==> src/hdl/dau_pkg.sv <==
`timescale 1ns / 1ps
`default_nettype none

package dau_pkg;

  localparam int COORD_WIDTH = 24;
  localparam int VEC_W = COORD_WIDTH + 1;
  localparam int NRM_W = 2 * VEC_W + 1;
  localparam int NORM_BITS = 30;
  localparam int PQ_W = NORM_BITS + 1;
  localparam int PROD_W = 2 * PQ_W;
  localparam int TRI_W = PROD_W + 2;
  localparam int SQ_W = 2 * NORM_BITS + 2;
  localparam int CORDIC_STEPS = 29;
  localparam int CX_W = NORM_BITS + 6;
  localparam int CZ_W = 33;
  localparam int QUARTER_TURN = 589824000;
  localparam logic [30:0] SCALE_Q30 = 31'd1073742731;
  localparam int SCALE_SHIFT = 46;
  localparam int ANGLE_W = 16;

  localparam int ATAN_TAB [CORDIC_STEPS] = '{
    294912000, 174096719, 91987925, 46694507, 23437865, 11730358,
    5866610, 2933484, 1466764, 733385, 366693, 183346, 91673, 45837,
    22918, 11459, 5730, 2865, 1432, 716, 358, 179, 90, 45, 22, 11, 6, 3, 1
  };

  typedef struct packed {
    logic signed [COORD_WIDTH-1:0] ax;
    logic signed [COORD_WIDTH-1:0] ay;
    logic signed [COORD_WIDTH-1:0] az;
    logic signed [COORD_WIDTH-1:0] bx;
    logic signed [COORD_WIDTH-1:0] by_coord;
    logic signed [COORD_WIDTH-1:0] bz;
    logic signed [COORD_WIDTH-1:0] cx;
    logic signed [COORD_WIDTH-1:0] cy;
    logic signed [COORD_WIDTH-1:0] cz;
    logic signed [COORD_WIDTH-1:0] dx;
    logic signed [COORD_WIDTH-1:0] dy;
    logic signed [COORD_WIDTH-1:0] dz;
  } dau_in_t;

  typedef struct packed {
    logic signed [ANGLE_W-1:0] angle;
    logic                      undefined;
  } dau_out_t;

endpackage

`default_nettype wire

==> src/hdl/dau_isqrt.sv <==
`timescale 1ns / 1ps
`default_nettype none

module dau_isqrt #(
  parameter int TW = 1
) (
  input  logic                           clk,
  input  logic                           rst_n,
  input  logic                           in_valid,
  input  logic [TW-1:0]                  in_tag,
  input  logic [dau_pkg::SQ_W-1:0]       in_x,
  output logic                           out_valid,
  output logic [TW-1:0]                  out_tag,
  output logic [dau_pkg::PQ_W-1:0]       out_root
);

  localparam int XW = dau_pkg::SQ_W;
  localparam int ST = XW / 2;

  logic vld_r [ST];
  logic [TW-1:0] tag_r [ST];
  logic [XW-1:0] rem_r [ST];
  logic [XW-1:0] res_r [ST];

  for (genvar s = 0; s < ST; s++) begin : g_step
    localparam int K = ST - 1 - s;
    localparam logic [XW-1:0] BITV = XW'(1) << (2 * K);
    logic [XW-1:0] rem_in, res_in;
    logic [TW-1:0] tag_in;
    logic vld_in;
    logic [XW:0] trial;
    logic take;

    if (s == 0) begin : g_first
      assign rem_in = in_x;
      assign res_in = '0;
      assign tag_in = in_tag;
      assign vld_in = in_valid;
    end else begin : g_next
      assign rem_in = rem_r[s-1];
      assign res_in = res_r[s-1];
      assign tag_in = tag_r[s-1];
      assign vld_in = vld_r[s-1];
    end

    assign trial = {1'b0, res_in} + {1'b0, BITV};
    assign take = ({1'b0, rem_in} >= trial);

    always_ff @(posedge clk) begin
      if (!rst_n) begin
        vld_r[s] <= 1'b0;
      end else begin
        vld_r[s] <= vld_in;
      end
    end

    always_ff @(posedge clk) begin
      tag_r[s] <= tag_in;
      rem_r[s] <= take ? rem_in - trial[XW-1:0] : rem_in;
      res_r[s] <= take ? (res_in >> 1) + BITV : res_in >> 1;
    end
  end

  assign out_valid = vld_r[ST-1];
  assign out_tag = tag_r[ST-1];
  assign out_root = res_r[ST-1][dau_pkg::PQ_W-1:0];

endmodule

`default_nettype wire

==> config.mk <==
export PLATFORM = sky130hd
export DESIGN_NAME = dau_isqrt
export DESIGN_NICKNAME = d
export VERILOG_FILES = /design/src/hdl/dau_pkg.sv /design/src/hdl/dau_isqrt.sv
export SDC_FILE = /design/constraint.sdc
export NUM_CORES = 2
export LEC_CHECK = 0
export BUFFER_PORTS_ARGS = -buffer_cell sky130_fd_sc_hd__buf_2
export CAP_MARGIN = 20
export CELL_PAD_IN_SITES_DETAIL_PLACEMENT = 1
export CELL_PAD_IN_SITES_GLOBAL_PLACEMENT = 1
export CORE_MARGIN = 2
export CORE_UTILIZATION = 54
export CTS_BUF_LIST = sky130_fd_sc_hd__clkbuf_16
export DETAILED_ROUTE_END_ITERATION = 10
export PLACE_DENSITY_LB_ADDON = 0.05
export SLEW_MARGIN = 10
export SYNTH_ARGS = -nofsm -noshare
export SYNTH_HDL_FRONTEND = slang
export SYNTH_SLANG_ARGS = --single-unit
==> constraint.sdc <==
create_clock -name clk -period 4.7 [get_ports clk]
set_input_delay 0.94 -clock clk [delete_from_list [all_inputs] [get_ports clk]]
set_output_delay 0.94 -clock clk [all_outputs]
set_load 0.05 [all_outputs]
## Yosys cells after proc, flatten, opt, wreduce, memory -nomap -nowiden

Memories as Yosys holds them, arrays and structs flattened.
Index checks and enable logic that the tools add are counted.

- Add/sub/neg operators: 91
- Multiply operators: 0
- Divide/modulo/power cells: 0
- Order comparisons: 31
- Equal/unequal tests: 0
- Shifts and indexed selects: 0
- Muxes and demuxes: 95
- Bitwise logic cells: 31
- Reduce and logical (&&, ||, !) cells: 0

Operator list:

| kind | count |
|---|---|
| 62-bit two-way mux | 61 |
| 62-bit by 63-bit greater-or-equal comparator with 1-bit output | 30 |
| 62-bit subtractor | 30 |
| 62-bit by 1-bit adder with 63-bit output, second input constant | 1 |
| 62-bit by 11-bit adder with 63-bit output, second input constant | 1 |
| 62-bit by 13-bit adder with 63-bit output, second input constant | 1 |
| 62-bit by 15-bit adder with 63-bit output, second input constant | 1 |
| 62-bit by 17-bit adder with 63-bit output, second input constant | 1 |
| 62-bit by 19-bit adder with 63-bit output, second input constant | 1 |
| 62-bit by 21-bit adder with 63-bit output, second input constant | 1 |
| 62-bit by 23-bit adder with 63-bit output, second input constant | 1 |
| 62-bit by 25-bit adder with 63-bit output, second input constant | 1 |
| 62-bit by 27-bit adder with 63-bit output, second input constant | 1 |
| 62-bit by 29-bit adder with 63-bit output, second input constant | 1 |
| 62-bit by 3-bit adder with 63-bit output, second input constant | 1 |
| 62-bit by 31-bit adder with 63-bit output, second input constant | 1 |
| 62-bit by 33-bit adder with 63-bit output, second input constant | 1 |
| 62-bit by 35-bit adder with 63-bit output, second input constant | 1 |
| 62-bit by 37-bit adder with 63-bit output, second input constant | 1 |
| 62-bit by 39-bit adder with 63-bit output, second input constant | 1 |
| 62-bit by 41-bit adder with 63-bit output, second input constant | 1 |
| 62-bit by 43-bit adder with 63-bit output, second input constant | 1 |
| 62-bit by 45-bit adder with 63-bit output, second input constant | 1 |
| 62-bit by 47-bit adder with 63-bit output, second input constant | 1 |
| 44 further kinds | 106 |

- Bits in registers: 0
- Latch bits: 0
- Memory bits (writable): 3,906
- ROM bits: 0
- Input bits: 66
- Output and inout port bits: 33
- Memories kept: 4

Memories:

| memory | words | bits a word | rd ports | clocked after Yosys merged registers in | wr ports | RTL line | RTL |
|---|---|---|---|---|---|---|---|
| rem_r | 31 | 62 | 30 | 0 | 31 | dau_isqrt.sv:22 | `logic [XW-1:0] rem_r [ST];` |
| res_r | 31 | 62 | 31 | 0 | 31 | dau_isqrt.sv:23 | `logic [XW-1:0] res_r [ST];` |
| tag_r | 31 | 1 | 31 | 0 | 31 | dau_isqrt.sv:21 | `logic [TW-1:0] tag_r [ST];` |
| vld_r | 31 | 1 | 31 | 0 | 31 | dau_isqrt.sv:20 | `logic vld_r [ST];` |

## Logic depth before layout (Yosys ltp)

An unclocked memory read counts as a cell.

- Word-level depth: 4
- Mapped depth: 15
- Mapped depth without buffers: 12

## Least setup slack after synthesis

OpenSTA, ideal clock, no wires.

- Path type: register to register
- Start point: memory res_r[27][23] (netlist bit)
- End point: memory rem_r[1][793] (netlist bit)
- Data arrival time: 3.062 ns
- Slack: 1.515 ns
- Stages on the path, launching flop included: 14
- Buffers on the path: 2
- Clock period less this slack: 3.185 ns
- Cells stage by stage: dfxtp_1 > inv_1 > ha_1 > nand2_1 > nor4_1 > nand4_1 > o41a_1 > and4_1 > and2_1 > clkbuf_1 > a211oi_1 > buf_2 > a31oi_1 > or2_2

RTL lines:

| what | RTL line |
|---|---|
| start, declared | dau_isqrt.sv:23 |
| end, declared | dau_isqrt.sv:22 |

==> run_results.csv <==
group,metric,value,unit
logic_synthesis,syn_area,91100,um^2
critical_path,path_class,"flop to flop",
sta,setup_viol,0,
logic_synthesis,yosysSeqAreaShare,53.1,%
finish,n_fill_cell,18227,
logic_synthesis,synth.avg_cell_area,9.95,um^2
finish,fin_cells,11777,
finish,multi_input_area,39600,um^2
global_routing,grt-ovfl-total,0,
cts,cts_root_buffer,"clkbuf_16",
power_and_ir_drop,cellLeakagePower,46.3,nW
logic_synthesis,synthCells,9153,
logic_synthesis,syn-num-nets,9744,
sta,fmax,225,MHz
logic_synthesis,yosys.area.top_type_share,53.1,%
logic_synthesis,synth_cell_type_count,88,
cts,clk_latency,0.94,ns
logic_synthesis,synth-edff-count,0,
power_and_ir_drop,ir_drop,0.432,mV
status,status,"finished clean",
cts,cts_buffers,235,
global_routing,first_global_vias,72016,
sta,fin_crit,4.45,ns
sta,slew_headroom,23.2,%
route,drt_first_pass_iters,6,
route,viasPerCell,5.86,
sta,setup_tns,0,ns
sta,hold_viol,0,
cts,h-tree-depth,4,
floorplan,core,167000,um^2
finish,finalNetCount,9959,
route,drt_iter0_drc,5322,
global_routing,grt_pass1_wl,441,mm
floorplan,start_util,54.4,%
sta,report.final.slew_viol_count,0,
global_routing,grt_usage,33.1,%
job,maxCapViolations,0,
sta,rsz0062_at_grt,"no",
finish,area_growth,12.2,%
power_and_ir_drop,p_per_area,659,nW/um^2
cts,cts_tree,"yes",
placement,gp_congestion,0.947,
placement,dp_cells,11334,
critical_path,worstPathMaxFanout,11,
critical_path,r2r_slack,0.25,ns
sta,fin_crit_sh,94.6,%
floorplan,die_h,415,um
cts,clockBufferDepth,3,
logic_synthesis,async_flop_share,0,%
route,drc,0,
route,postRouteAntennaNets,0,
floorplan,fp-row-count,150,
floorplan,die-area,172000,um^2
floorplan,die_w,415,um
placement,hpwl,219,mm
critical_path,required,5.46,ns
global_routing,antenna_found_initial,28,
route,drt-wirelength-per-cell,24.6,um
cts,holdBufCountCts,0,
critical_path,critPathArrivalTime,5.21,ns
finish,ff_latch_area,48400,um^2
route,num_vias,69042,
cts,cts.clk_slew.worst_paths,0.07,ns
hold_path,hold_path_class,"input pin to flop",
global_routing,grt_max_degree,54,
sta,tightest_slew,1.14,ns
logic_synthesis,ys.flop_type,"dfxtp_1",
placement,port-buffer-count,98,
cts,cts_setup_buffers,0,
cts,post_cts_resized,0,
sta,skew,0.107,ns
logic_synthesis,ys_seq_elements,2418,
finish,final_util,61.1,%
cts,cts_sinks,2418,
logic_synthesis,ys_top_cells_by_area,"dfxtp_1 (53%), ha_1 (7.2%), xor2_1 (4.1%), xnor2_1 (3.8%), a21oi_1 (3.0%)",
floorplan,num_io_pins,99,
critical_path,critPathLaunchType,"flop",
finish,drive_gt1_share,7.09,%
logic_synthesis,yosys_warnings,0,
critical_path,crit_path_end_kind,"flop",
logic_synthesis,yosysTopAreaCell,"dfxtp_1",
route,routed_wl,290,mm
[flip-flops by register name, summed over array words and instances, names as in the netlist]
signal  cells
vld_r      31
res_r     496
rem_r    1860
tag_r      31
[layout make-up]
cell class	count	share of cell area, %
well taps	2204	2.70
multi-input cells	5892	38.7
clock inverters	200	2.11
flip-flops and latches	2418	47.3
inverters	660	2.42
diodes	7	0.0171
repair buffers	161	0.960
clock buffers	235	5.75
[synth_stat cells, types with 156 or more instances]
cell     number
nand3_1     156
a21oi_1     543
dfxtp_1    2418
xor2_1      422
ha_1        525
nor3_1      237
o21ai_0     472
nor4_1      325
nand2_1     637
inv_1       659
nor2_1      589
xnor2_1     397
a21o_1      191
[power breakdown]
part | internal, W | switching (W)
Combinational | 0.00696 | 0.0104
Clock | 0.0109 | 0.00856
Sequential | 0.0251 | 0.00541
[metrics by stage]
step,worst slack (ns),hold slack (ns),instance area (um^2),power (W)
2_1_floorplan,1.51,0.310,91100,0.0401
3_3_place_gp,0.654,0.312,94200,0.0468
3_5_place_dp,0.522,0.313,94200,0.0474
4_1_cts,0.407,0.0457,102000,0.0671
5_1_grt,0.166,0.0685,102000,0.0705
6_report,0.254,0.108,102000,0.0673
[worst max-delay path, cell delays in order (launching register included)]
cell	delay, ns
dfxtp_1	0.61
inv_1	0.11
ha_1	0.41
nand2_1	0.17
or3_1	0.42
o21ai_0	0.51
a21boi_0	0.34
o21bai_2	0.46
nor4b_2	0.82
nand2_1	0.18
xnor2_1	0.16
buf_4	0.13
[logic make-up (layout without fill, tap and decap cells)]
kind of cell,count (synthesis),after routing,share of synthesized area (%)
buf+inv,843,1256,3.52
mux,75,75,0.913
compound gates,1719,1719,11.7
fa+ha+maj,525,525,7.21
flops,2418,2418,53.1
simple gates,2754,2754,15.7
xor+xnor,819,819,7.87
other cells,0,7,0
[layer usage]
metal,track usage (%),up-vias,share of wire [%]
met5,1.31,-,0.12
met4,10.3,6,3.1
met3,6.27,504,7.0
met2,52.0,2045,44
met1,45.9,34187,46
li1,-,32300,-
[cell usage in the layout (no fill, tap or decap), drive strengths merged, types with 68 or more instances in the layout]
| cell | count |
|---|---|
| xnor2 | 397 |
| nand2 | 637 |
| nor2b | 68 |
| nand3 | 156 |
| nand4 | 140 |
| clkbuf | 235 |
| buf | 160 |
| nor2 | 589 |
| dfxtp | 2418 |
| ha | 525 |
| o21ai | 474 |
| a21o | 191 |
| nor4 | 330 |
| clkinv | 114 |
| nand2b | 102 |
| xor2 | 422 |
| o21a | 75 |
| and2 | 69 |
| nor3 | 240 |
| inv | 691 |
| a21oi | 543 |
| or3 | 86 |
| or4 | 79 |
[path summary, 6_finish.rpt]
| path | start | to | cells after the start |
|---|---|---|---|
| max | res_r[21][29] | rem_r[1][425] | 11 |
| min | in_tag | tag_r[0][0] | 1 |
| max reg2reg | res_r[21][29] | rem_r[1][425] | 11 |
| min reg2reg | res_r[23][14] | res_r[24][13] | 0 |
No activity file was read; power rests on OpenSTA's default activity.
